### src/hw/rtl/jasf_pkg.sv
// Shared types and constants for the JPEG APP segment finder.
// No dependencies; every other RTL file of the block imports this package.
`default_nettype none

package jasf_pkg;

    // Stream and magic limits.
    localparam int unsigned MAX_STREAM_BYTES = 16777216;
    localparam int unsigned MAX_MAGIC_BYTES  = 8;

    // Byte position holds values up to MAX_STREAM_BYTES inclusive (saturating).
    localparam int unsigned POS_W       = $clog2(MAX_STREAM_BYTES) + 1;
    localparam int unsigned START_W     = POS_W - 1;
    localparam int unsigned MAGIC_IDX_W = (MAX_MAGIC_BYTES > 1) ? $clog2(MAX_MAGIC_BYTES) : 1;

    // Fixed field widths.
    localparam int unsigned BYTE_W   = 8;
    localparam int unsigned MLEN_W   = 4;
    localparam int unsigned MAGIC_W  = 64;
    localparam int unsigned OFFSET_W = 25;
    localparam int unsigned LEN_W    = 16;

    // Configuration port.
    localparam int unsigned APB_DATA_W = 64;
    localparam int unsigned APB_ADDR_W = 5;

    typedef enum logic [1:0] {
        REG_SOUGHT_CODE = 2'd0,
        REG_MAGIC_COUNT = 2'd1,
        REG_MAGIC_BYTES = 2'd2
    } reg_idx_t;

    // Marker codes.
    localparam logic [BYTE_W-1:0] MARK_PREFIX = 8'hFF;
    localparam logic [BYTE_W-1:0] MARK_SOI    = 8'hD8;
    localparam logic [BYTE_W-1:0] MARK_EOI    = 8'hD9;

    // Payload offset relative to the 0xFF prefix (prefix, code, two length bytes).
    localparam int unsigned HEADER_BYTES = 4;
    // The declared length counts its own two bytes.
    localparam int unsigned LEN_FIELD_BYTES = 2;

    localparam logic [BYTE_W-1:0] SOUGHT_CODE_RESET = 8'hE1;

    typedef enum logic [2:0] {
        PH_PREFIX  = 3'd0,
        PH_MARKER  = 3'd1,
        PH_LEN_HI  = 3'd2,
        PH_LEN_LO  = 3'd3,
        PH_PAYLOAD = 3'd4
    } phase_t;

    typedef struct packed {
        logic [BYTE_W-1:0]  sought_code;
        logic [MLEN_W-1:0]  magic_count;
        logic [MAGIC_W-1:0] magic_bytes;
    } cfg_t;

    typedef struct packed {
        logic                found;
        logic [OFFSET_W-1:0] segment_offset;
        logic [LEN_W-1:0]    segment_length;
    } res_t;

endpackage

`default_nettype wire

### src/hw/rtl/jpeg_app_segment_finder.sv
// Top level of the JPEG APP segment finder: input register, walker, result register.
// Depends on jasf_pkg, jasf_apb_regs and jasf_parser.
`default_nettype none

// Channel   | Direction | Handshake           | Payload
// ----------+-----------+---------------------+----------------------------------------
// input     | in        | in_valid/in_ready   | data_byte[7:0], last
// result    | out       | out_valid/out_ready | found, segment_offset[24:0],
//           |           |                     | segment_length[15:0]
// config    | in        | APB psel/penable    | paddr[4:0], pwdata[63:0], prdata[63:0]
//
// Each request is held in the input register and is processed by the walker as it
// leaves that register, so the block sustains one byte per clock while results are taken.
// A result lands in the output register in the cycle after the walker processes its byte.
// Reset clears the walker to "expect 0xFF prefix" and loads the register defaults.
// When a result waits in the output register and out_ready is low, the walker holds and
// in_ready drops once the input register is occupied; no request is lost or repeated.
// Registers are at byte addresses 0 (sought marker code), 8 (magic byte count) and
// 16 (magic bytes).

module jpeg_app_segment_finder
    import jasf_pkg::*;
(
    input  wire logic                  clk,
    input  wire logic                  rst_n,

    input  wire logic                  in_valid,
    output logic                       in_ready,
    input  wire logic [BYTE_W-1:0]     data_byte,
    input  wire logic                  last,

    output logic                       out_valid,
    input  wire logic                  out_ready,
    output logic                       found,
    output logic      [OFFSET_W-1:0]   segment_offset,
    output logic      [LEN_W-1:0]      segment_length,

    input  wire logic                  psel,
    input  wire logic                  penable,
    input  wire logic                  pwrite,
    input  wire logic [APB_ADDR_W-1:0] paddr,
    input  wire logic [APB_DATA_W-1:0] pwdata,
    output logic      [APB_DATA_W-1:0] prdata,
    output logic                       pready
);

    cfg_t              cfg;
    res_t              res;
    logic              emit;

    logic              in_vld_reg, in_vld_next;
    logic [BYTE_W-1:0] in_byte_reg;
    logic              in_last_reg;
    logic              advance;

    logic              out_vld_reg, out_vld_next;
    res_t              out_res_reg;

    jasf_apb_regs u_regs (
        .clk     (clk),
        .rst_n   (rst_n),
        .psel    (psel),
        .penable (penable),
        .pwrite  (pwrite),
        .paddr   (paddr),
        .pwdata  (pwdata),
        .prdata  (prdata),
        .pready  (pready),
        .cfg     (cfg)
    );

    // The walker consumes the held byte whenever the result register can take a result.
    assign advance  = in_vld_reg && (!out_vld_reg || out_ready);
    assign in_ready = !in_vld_reg || advance;

    jasf_parser u_parser (
        .clk       (clk),
        .rst_n     (rst_n),
        .step      (advance),
        .data_byte (in_byte_reg),
        .last      (in_last_reg),
        .cfg       (cfg),
        .emit      (emit),
        .res       (res)
    );

    always_comb
    begin
        in_vld_next = in_vld_reg;
        if (in_valid && in_ready)
            in_vld_next = 1'b1;
        else if (advance)
            in_vld_next = 1'b0;
    end

    always_comb
    begin
        out_vld_next = out_vld_reg;
        if (advance && emit)
            out_vld_next = 1'b1;
        else if (out_ready)
            out_vld_next = 1'b0;
    end

    always_ff @(posedge clk or negedge rst_n)
    begin
        if (!rst_n)
        begin
            in_vld_reg  <= 1'b0;
            out_vld_reg <= 1'b0;
        end
        else
        begin
            in_vld_reg  <= in_vld_next;
            out_vld_reg <= out_vld_next;
        end
    end

    // Payload registers load without reset.
    always_ff @(posedge clk)
    begin
        if (in_valid && in_ready)
        begin
            in_byte_reg <= data_byte;
            in_last_reg <= last;
        end
        if (advance && emit)
            out_res_reg <= res;
    end

    assign out_valid      = out_vld_reg;
    assign found          = out_res_reg.found;
    assign segment_offset = out_res_reg.segment_offset;
    assign segment_length = out_res_reg.segment_length;

endmodule

`default_nettype wire

### src/hw/rtl/jasf_apb_regs.sv
// Configuration register file behind an APB-style port.
// Depends on jasf_pkg for the register map and the cfg_t bundle.
`default_nettype none

module jasf_apb_regs
    import jasf_pkg::*;
(
    input  wire logic                  clk,
    input  wire logic                  rst_n,
    input  wire logic                  psel,
    input  wire logic                  penable,
    input  wire logic                  pwrite,
    input  wire logic [APB_ADDR_W-1:0] paddr,
    input  wire logic [APB_DATA_W-1:0] pwdata,
    output logic      [APB_DATA_W-1:0] prdata,
    output logic                       pready,
    output cfg_t                       cfg
);

    cfg_t     cfg_reg;
    logic     wr_en;
    reg_idx_t idx;

    assign pready = 1'b1;
    assign wr_en  = psel && penable && pwrite && pready;
    assign idx    = reg_idx_t'(paddr[APB_ADDR_W-1:3]);

    always_ff @(posedge clk or negedge rst_n)
    begin
        if (!rst_n)
        begin
            cfg_reg.sought_code <= SOUGHT_CODE_RESET;
            cfg_reg.magic_count <= '0;
            cfg_reg.magic_bytes <= '0;
        end
        else if (wr_en)
        begin
            case (idx)
                REG_SOUGHT_CODE: cfg_reg.sought_code <= pwdata[BYTE_W-1:0];
                REG_MAGIC_COUNT: cfg_reg.magic_count <= pwdata[MLEN_W-1:0];
                REG_MAGIC_BYTES: cfg_reg.magic_bytes <= pwdata[MAGIC_W-1:0];
                default:         ;
            endcase
        end
    end

    always_comb
    begin
        case (idx)
            REG_SOUGHT_CODE: prdata = APB_DATA_W'(cfg_reg.sought_code);
            REG_MAGIC_COUNT: prdata = APB_DATA_W'(cfg_reg.magic_count);
            REG_MAGIC_BYTES: prdata = APB_DATA_W'(cfg_reg.magic_bytes);
            default:         prdata = '0;
        endcase
    end

    assign cfg = cfg_reg;

endmodule

`default_nettype wire

### src/hw/rtl/jasf_parser.sv
// Marker segment walker: per-byte state machine and the match decision.
// Depends on jasf_pkg for phase_t, cfg_t, res_t and the stream constants.
`default_nettype none

module jasf_parser
    import jasf_pkg::*;
(
    input  wire logic              clk,
    input  wire logic              rst_n,
    input  wire logic              step,
    input  wire logic [BYTE_W-1:0] data_byte,
    input  wire logic              last,
    input  wire cfg_t              cfg,
    output logic                   emit,
    output res_t                   res
);

    phase_t              phase_reg, phase_next;
    logic [POS_W-1:0]    pos_reg, pos_next;
    logic [START_W-1:0]  start_reg, start_next;
    logic [LEN_W-1:0]    span_reg, span_next;
    logic [LEN_W-1:0]    idx_reg, idx_next;
    logic [BYTE_W-1:0]   marker_reg, marker_next;
    logic [BYTE_W-1:0]   len_hi_reg, len_hi_next;
    logic                magic_ok_reg, magic_ok_next;
    logic                given_reg, given_next;

    logic                overflow;
    logic                active;
    logic [MLEN_W-1:0]   eff_len;
    logic [LEN_W-1:0]    declared;
    logic                short_len;
    logic                cand;
    logic                span_zero;
    logic [BYTE_W-1:0]   magic_byte;
    logic                magic_ok_pl;
    logic                payload_end;
    logic                dec;
    logic                fnd;

    // Shared decode of the current byte.
    assign overflow  = pos_reg[POS_W-1];
    assign active    = step && !given_reg && !overflow;
    assign eff_len   = (cfg.magic_count > MLEN_W'(MAX_MAGIC_BYTES))
                       ? MLEN_W'(MAX_MAGIC_BYTES) : cfg.magic_count;
    assign declared  = {len_hi_reg, data_byte};
    assign short_len = declared < LEN_W'(LEN_FIELD_BYTES);
    assign cand      = (marker_reg == cfg.sought_code)
                       && (declared >= LEN_W'(eff_len) + LEN_W'(LEN_FIELD_BYTES));
    assign span_zero = declared == LEN_W'(LEN_FIELD_BYTES);
    assign magic_byte  = cfg.magic_bytes[idx_reg[MAGIC_IDX_W-1:0]*BYTE_W +: BYTE_W];
    assign magic_ok_pl = magic_ok_reg
                         && !((idx_reg < LEN_W'(eff_len)) && (data_byte != magic_byte));
    assign payload_end = ({1'b0, idx_reg} + (LEN_W+1)'(1)) >= {1'b0, span_reg};

    // Next phase.
    always_comb
    begin
        phase_next = phase_reg;
        if (step && last)
        begin
            phase_next = PH_PREFIX;
        end
        else if (active)
        begin
            case (phase_reg)
                PH_PREFIX:
                begin
                    if (data_byte == MARK_PREFIX)
                        phase_next = PH_MARKER;
                end
                PH_MARKER:
                begin
                    if (data_byte == MARK_SOI)
                        phase_next = PH_PREFIX;
                    else if (data_byte != MARK_EOI)
                        phase_next = PH_LEN_HI;
                end
                PH_LEN_HI:
                begin
                    phase_next = PH_LEN_LO;
                end
                PH_LEN_LO:
                begin
                    if (!short_len)
                    begin
                        if (!span_zero)
                            phase_next = PH_PAYLOAD;
                        else if (!cand)
                            phase_next = PH_PREFIX;
                    end
                end
                PH_PAYLOAD:
                begin
                    if (payload_end && !magic_ok_pl)
                        phase_next = PH_PREFIX;
                end
                default:
                begin
                    phase_next = PH_PREFIX;
                end
            endcase
        end
    end

    // Decision and datapath updates.
    always_comb
    begin
        dec           = 1'b0;
        fnd           = 1'b0;
        start_next    = start_reg;
        span_next     = span_reg;
        idx_next      = idx_reg;
        marker_next   = marker_reg;
        len_hi_next   = len_hi_reg;
        magic_ok_next = magic_ok_reg;
        given_next    = given_reg;
        pos_next      = pos_reg;

        if (step && !given_reg && overflow)
            dec = 1'b1;

        if (active)
        begin
            case (phase_reg)
                PH_PREFIX:
                begin
                    if (data_byte != MARK_PREFIX || last)
                        dec = 1'b1;
                    else
                        start_next = pos_reg[START_W-1:0];
                end
                PH_MARKER:
                begin
                    marker_next = data_byte;
                    if (data_byte == MARK_EOI || last)
                        dec = 1'b1;
                end
                PH_LEN_HI:
                begin
                    if (last)
                        dec = 1'b1;
                    else
                        len_hi_next = data_byte;
                end
                PH_LEN_LO:
                begin
                    if (last || short_len)
                    begin
                        dec = 1'b1;
                    end
                    else
                    begin
                        span_next = declared - LEN_W'(LEN_FIELD_BYTES);
                        if (span_zero)
                        begin
                            if (cand)
                            begin
                                dec = 1'b1;
                                fnd = 1'b1;
                            end
                        end
                        else
                        begin
                            magic_ok_next = cand;
                            idx_next      = '0;
                        end
                    end
                end
                PH_PAYLOAD:
                begin
                    magic_ok_next = magic_ok_pl;
                    if (last)
                    begin
                        dec = 1'b1;
                    end
                    else if (payload_end)
                    begin
                        if (magic_ok_pl)
                        begin
                            dec = 1'b1;
                            fnd = 1'b1;
                        end
                    end
                    else
                    begin
                        idx_next = idx_reg + LEN_W'(1);
                    end
                end
                default:
                begin
                    dec = 1'b1;
                end
            endcase
        end

        if (dec)
            given_next = 1'b1;

        if (step)
        begin
            if (!overflow)
                pos_next = pos_reg + POS_W'(1);
            if (last)
            begin
                pos_next      = '0;
                start_next    = '0;
                span_next     = '0;
                idx_next      = '0;
                marker_next   = '0;
                len_hi_next   = '0;
                magic_ok_next = 1'b1;
                given_next    = 1'b0;
            end
        end
    end

    always_ff @(posedge clk or negedge rst_n)
    begin
        if (!rst_n)
        begin
            phase_reg    <= PH_PREFIX;
            pos_reg      <= '0;
            start_reg    <= '0;
            span_reg     <= '0;
            idx_reg      <= '0;
            marker_reg   <= '0;
            len_hi_reg   <= '0;
            magic_ok_reg <= 1'b1;
            given_reg    <= 1'b0;
        end
        else
        begin
            phase_reg    <= phase_next;
            pos_reg      <= pos_next;
            start_reg    <= start_next;
            span_reg     <= span_next;
            idx_reg      <= idx_next;
            marker_reg   <= marker_next;
            len_hi_reg   <= len_hi_next;
            magic_ok_reg <= magic_ok_next;
            given_reg    <= given_next;
        end
    end

    assign emit               = dec;
    assign res.found          = fnd;
    assign res.segment_offset = fnd ? (OFFSET_W'(start_reg) + OFFSET_W'(HEADER_BYTES))
                                    : '0;
    assign res.segment_length = (fnd && phase_reg == PH_PAYLOAD) ? span_reg : '0;

    // A stream's final byte always returns the walker to its reset state.
    a_last_clears: assert property (@(posedge clk) disable iff (!rst_n)
        step && last |=> pos_reg == '0 && !given_reg && phase_reg == PH_PREFIX)
        else $error("state not cleared after final byte");

    // At most one result per stream.
    a_single_result: assert property (@(posedge clk) disable iff (!rst_n)
        emit |-> !given_reg)
        else $error("second result within one stream");

    // A match is only decided from a length or payload byte.
    a_found_phase: assert property (@(posedge clk) disable iff (!rst_n)
        emit && res.found |-> phase_reg == PH_LEN_LO || phase_reg == PH_PAYLOAD)
        else $error("match decided in an unexpected phase");

    // The position counter saturates exactly at the stream limit.
    a_pos_sat: assert property (@(posedge clk) disable iff (!rst_n)
        pos_reg[POS_W-1] |-> pos_reg[POS_W-2:0] == '0)
        else $error("byte position beyond saturation value");

endmodule

`default_nettype wire

### config.mk
export PLATFORM = sky130hd
export DESIGN_NAME = jpeg_app_segment_finder
export DESIGN_NICKNAME = d
export VERILOG_FILES = /design/src/hw/rtl/jasf_pkg.sv /design/src/hw/rtl/jpeg_app_segment_finder.sv /design/src/hw/rtl/jasf_apb_regs.sv /design/src/hw/rtl/jasf_parser.sv
export SDC_FILE = /design/constraint.sdc
export NUM_CORES = 1
export LEC_CHECK = 0
export BUFFER_PORTS_ARGS = -buffer_cell sky130_fd_sc_hd__clkbuf_2
export CELL_PAD_IN_SITES_DETAIL_PLACEMENT = 1
export CELL_PAD_IN_SITES_GLOBAL_PLACEMENT = 1
export CORE_MARGIN = 3
export CORE_UTILIZATION = 50
export CTS_BUF_LIST = sky130_fd_sc_hd__clkbuf_8
export CTS_CLUSTER_SIZE = 20
export DETAILED_ROUTE_END_ITERATION = 6
export MAX_ROUTING_LAYER = met4
export PLACE_DENSITY = 0.95
export SYNTH_ARGS = -nofsm -noshare
export SYNTH_HDL_FRONTEND = slang
export SYNTH_SLANG_ARGS = --single-unit
export TNS_END_PERCENT = 10
### constraint.sdc
create_clock -name clk -period 10.8 [get_ports clk]
set_input_delay 0.54 -clock clk [delete_from_list [all_inputs] [get_ports clk]]
set_output_delay 0.54 -clock clk [all_outputs]
set_load 0.005 [all_outputs]
## Word level (Yosys, flattened, before mapping)

Cells that the tools add are included.

| word-level totals | value |
|---|---|
| bits in registers | 231 |
| input port bits | 85 |
| output and inout bits | 109 |
| logic and storage cells | 161 |

| cells by class | value |
|---|---|
| $add $sub $neg | 6 |
| magnitude comparators | 5 |
| equal/unequal tests | 20 |
| shift operators | 1 |
| multiplexer cells | 74 |
| reduce and logical (&&, ||, !) cells | 35 |

Operators by type and width:

| operator | number |
|---|---|
| $mux 16 | 12 |
| $pmux 64 s3 | 1 |
| $mux 24 | 5 |
| $mux 8 | 9 |
| $shiftx 64x7->8 | 1 |
| $mux 25 | 2 |
| $pmux 16 s2 | 1 |
| $mux 1 | 30 |
| $mux 3 | 9 |
| $add 24x3->25 const B | 1 |
| $add 25x1->25 const B | 1 |
| $eq 8x8->1 const B | 3 |
| $add 16x1->17 const B | 1 |
| $ge 17x16->1 | 1 |
| $add 16x1->16 const B | 1 |
| $eq 16x2->1 const B | 1 |
| $ge 16x16->1 | 1 |
| $lt 16x2->1 const B | 1 |
| $lt 16x4->1 | 1 |
| $ne 8x8->1 const B | 2 |
| $sub 16x2->16 const B | 1 |
| $pmux 3 s5 | 1 |
| $logic_and 1x1->1 | 14 |
| $eq 8x8->1 | 1 |
| 23 further kinds | 40 |

## Longest topological paths before layout

| logic depth | value |
|---|---|
| depth in word-level cells | 14 |
| mapped depth | 17 |
| gate-level depth less buffers | 15 |

## Hierarchy

From an unflattened synthesis, not the netlist that was laid out.

| unflattened totals | value |
|---|---|
| cell total of the unflattened synthesis | 1188 |
| area total of the unflattened synthesis | 12419.4 um^2 |

By module, submodules not included:

| module | instances | cells each | area an instance (um^2) | seq. area each (um^2) |
|---|---|---|---|---|
| jasf_parser | 1 | 877 | 7298.2 | 2553.7 |
| jasf_apb_regs | 1 | 250 | 3478.3 | 1906.8 |
| jpeg_app_segment_finder | 1 | 61 | 1642.8 | 1581.5 |

## Worst setup path after synthesis

No wires, ideal clock.

| timing path | value |
|---|---|
| path kind | flip-flop to flip-flop |
| from | register u_parser.idx_reg[0] |
| to | register out_res_reg, in the netlist found (enable) |
| setup time | 0.493 ns |
| data arrival time | 6.215 ns |
| required time | 10.307 ns |
| setup slack | 4.091 ns |
| stages on the path, launching flop included | 17 |
| path buffers | 3 |
| clock period less this slack | 6.709 ns |
| cell sequence | dfrtp_1 -> buf_6 -> buf_12 -> buf_2 -> and3_1 -> and4_1 -> and2_1 -> and3_1 -> xor2_1 -> ha_1 -> nand3_1 -> nor3_1 -> o31ai_1 -> and4b_1 -> nor3_1 -> a211oi_1 -> nor3_1 |

| on the way | value |
|---|---|
| cells in the longest elaborated chain, start to end | 11 |
| elaborated cells on any way between the ends | 14 |
| those cells by class | 1 x add/sub; 2 x order compare; 1 x eq/ne; 1 x shift; 5 x mux; 4 x reduce/logical |

RTL lines:

| element | line | RTL |
|---|---|---|
| start, declared | jasf_parser.sv:22 | `logic [LEN_W-1:0] idx_reg, idx_next;` |
| start signal, assigned | jasf_parser.sv:238 | `idx_reg <= idx_next;` |
| parallel branches: the longest is 6 deep, another holds $add 16x1->17 | n/a |  |
| $mux 1 (*) | jasf_parser.sv:177 | `else if (payload_end)` |
| $mux 1 (*) | jasf_parser.sv:173 | `if (last)` |
| $pmux 1 s5 (*) | jasf_parser.sv:125 | `case (phase_reg)` |
| $mux 1 (*) | jasf_parser.sv:123 | `if (active)` |
| $logic_and 1x1->1 (*) | jpeg_app_segment_finder.sv:127 | `if (advance && emit)` |
| end signal, assigned | jpeg_app_segment_finder.sv:128 | `out_res_reg <= res;` |
| end, declared | jpeg_app_segment_finder.sv:57 | `res_t out_res_reg;` |

Mark *: on every way between the ends.
A chain may end at the register's enable or synchronous reset.

## Final worst setup path

| timing path | value |
|---|---|
| from | register u_parser.idx_reg[1] |
| to | register out_res_reg, in the netlist segment_length[14] (enable) |

The elaborated chain is that of the path after synthesis.

==> impl_metrics.toml <==
[status]
status = "finished clean"

[route]
viasPerCell = 6.05
wl_per_cell_um = 22.8
first_iter_violations = 732
first_pass_iters = 5
vias = 10259
wl_um = 38700
drc = 0
drtAntennaViolNets = 0

[power_and_ir_drop]
power.share.clock_pct = 35.0
p_int_mw = 1.56
p_seq_share_pct = 49.4
p_sw_uw = 666
power_switching_share_pct = 29.9
leakagePower_nw = 6.34
p_comb_share_pct = 15.6
power.density_mw_per_mm2 = 156
peakVddDrop_mv = 0.104

[cells_and_area]
largest_reg_flops = 76
multi_input_area_mm2 = 0.00595
n_fill_cell = 2625
ff_latch_area_mm2 = 0.00604
drive_gt1_share_pct = 26.6
fin_util_pct = 59.8
area_growth_pct = 15.3
antennaDiodeCount = 0
final_nets = 1461

[timing]
fin_worst_skew_ns = 0.0453
period_minus_slack_ns = 5.43
setup_viol = 0
final_max_slew_viol_count = 0
slew_headroom_pct = 13.1
hold_violations = 0
timing.final.crit_share_pct = 50.2
fin_tns_setup_ns = 0
fmax_ghz = 0.184
finalWorstSetupSlack_ns = 5.37
worst_pin_slew_ns = 1.29
rsz0062_at_grt = "false"

[grt]
groute.usage.overall_pct = 29.9
grt_pass1_vias = 10909
gr-total-overflow = 0
grt_pass1_wl_um = 60900
antenna_found_initial = 0
grt_max_degree = 101

[worst_setup_path]
crit_required_ns = 10.98
slowest_stage = "dfrtp_1"
cp-start-kind = "register"
crit_path_frequent_cell = "and2_1"
worstPathMaxFanout = 42
cp_top_family = "simple AND/OR/NAND/NOR gates"
critical_path_buf_inv_count = 1
path_class = "register to register"
critPathArrivalTime_ns = 5.60
cp_slowest_stage_delay_ns = 0.85
cp_cell_sequence = "ha_1 -> and2_1 -> and2_1 -> and3_1 -> and2_1 -> nand3_1 -> xnor2_1 -> ha_1 -> nand2_1 -> nor3_1 -> o31ai_1 -> and4b_1 -> nor3_1 -> a211oi_1 -> nor3_2 -> buf_4"
r2r_cells = 16
cp-end-kind = "register"
path_depth = 16

[logic_synthesis]
avgSynthCellArea_um2 = 10.6
synth_xor_xnor_area_share_pct = 4.60
synth_top_family_by_area = "simple AND/OR/NAND/NOR gates"
synthTopCellsByArea = "dfrtp_1 35%, edfxtp_1 12%, mux2_2 6.9%"
yosys.area_share.simple_pct = 18.6
ys.warnings.count = 0
yosysMostFrequentCell = "dfrtp_1"
synthTopCellsByCount = "175 x dfrtp_1, 108 x nand2_1, 94 x nor2_1, 76 x mux2_2, 66 x and2_1"
synth-main-ff-cell = "dfrtp_1"
synthArstFlopShare_pct = 77.9
yosysTopAreaCell = "dfrtp_1"
yosysSeqAreaShare_pct = 48.8
yosys_register_bits = 231
synth-edff-count = 51
synthMuxAreaShare_pct = 12.4
synth_compound_area_share_pct = 9.28
synth_cell_types = 65
syn-cell-area_mm2 = 0.0124
synthAdderAreaFrac_pct = 2.93
yosys.area.top_type_share_pct = 35.4
syn_inst = 1170

[job]
cap_viol_max_count = 0

[clocking]
cts_htree_levels = 2
cts_buffers = 41
cts_buffer_depth = 3
clk_pin_slew_worst_paths_ns = 0.06
post_cts_buffers = 0
cts_hold_buf = 0
cts_root_buffer = "clkbuf_8"
cts_tree = "built"
post_cts_resized = 0
clock_latency_ns = 0.56
cts.sinks = 231

[placed_design]
pre_cts_ws_ns = 5.70
port_buffers = 189
hpwl_um = 26200
routabilityCongestion = 0.873

[floorplan]
initial_utilization_pct = 51.8
rows = 56
core_area_mm2 = 0.0239
die_area_mm2 = 0.0267
fp.dieH_um = 163
ios = 194
fp.dieW_um = 163

[min_path]
hp-class = "primary input to asynchronous set/reset pin"
power groups by stage:
| stage | logic, mW | registers (mW) | clock network [mW] |
|---|---|---|---|
| final | 0.348 | 1.10 | 0.780 |
| after CTS | 0.349 | 1.10 | 0.794 |
| after detailed placement | 0.340 | 1.11 | 0 |
| after global routing | 0.378 | 1.11 | 0.833 |
| after floorplan | 0.216 | 1.06 | 0 |
| after global placement | 0.315 | 1.10 | 0 |
kinds of logic (layout without fill, tap and decap cells):
family	count (synthesis)	count (layout)
AND/OR/NAND/NOR	443	443
flip-flops	231	231
AO/OA/AOI/OAI	180	180
multiplexers	127	127
buffers and inverters	94	301
XOR/XNOR	65	65
adder cells (fa/ha/maj)	29	29
other	1	2
area by class of cell:
cell class / count / area share, %
sequential: 231 / 42.3
multi-input combinational: 846 / 41.6
timing repair buffer: 199 / 7.19
clock buffer: 45 / 4.34
tap: 319 / 2.79
clock inverter: 29 / 0.990
inverter: 28 / 0.736
metrics by stage:
step | total power, mW | area [um2] | hold WS (ns) | cells
2_1_floorplan | 1.28 | 12400 | 0.244 | 1171
3_3_place_gp | 1.41 | 13500 | 0.489 | 1623
3_5_place_dp | 1.45 | 13500 | 0.501 | 1623
4_1_cts | 2.24 | 14300 | 0.137 | 1697
5_1_grt | 2.32 | 14300 | 0.155 | 1697
6_report | 2.23 | 14300 | 0.111 | 1697
worst paths after layout:
kind,start,slack [ns],endpoint
min in group clk,data_byte[7],0.16,in_byte_reg[7]
min,rst_n,0.11,u_parser.span_reg[13]
max in group asynchronous,rst_n,9.01,u_parser.span_reg[15]
min reg2reg,u_parser.magic_ok_reg,0.51,u_parser.magic_ok_reg
max reg2reg,u_parser.idx_reg[1],5.37,segment_length[14]
max,u_parser.idx_reg[1],5.37,segment_length[14]
cell usage in the layout (no fill, tap or decap), types with 38 or more instances in the layout:
cell type / count
a21oi_1: 54
and2_1: 66
clkbuf_2: 188
clkbuf_8: 45
dfrtp_1: 175
edfxtp_1: 51
inv_1: 50
mux2_2: 76
mux2i_1: 39
nand2_1: 108
nor2_1: 93
nor3_1: 38
o21ai_0: 44
routing by layer:
metal	up-vias	global-route usage (%)	share of wire, %	wire, um
met5	-	-	0	0
met2	473	48.3	48	18700
li1	4526	-	-	-
met1	5141	36.9	40	15500
met3	119	6.34	7.7	2970
met4	0	12.0	4.1	1580
(Power assumes the default switching activity.)
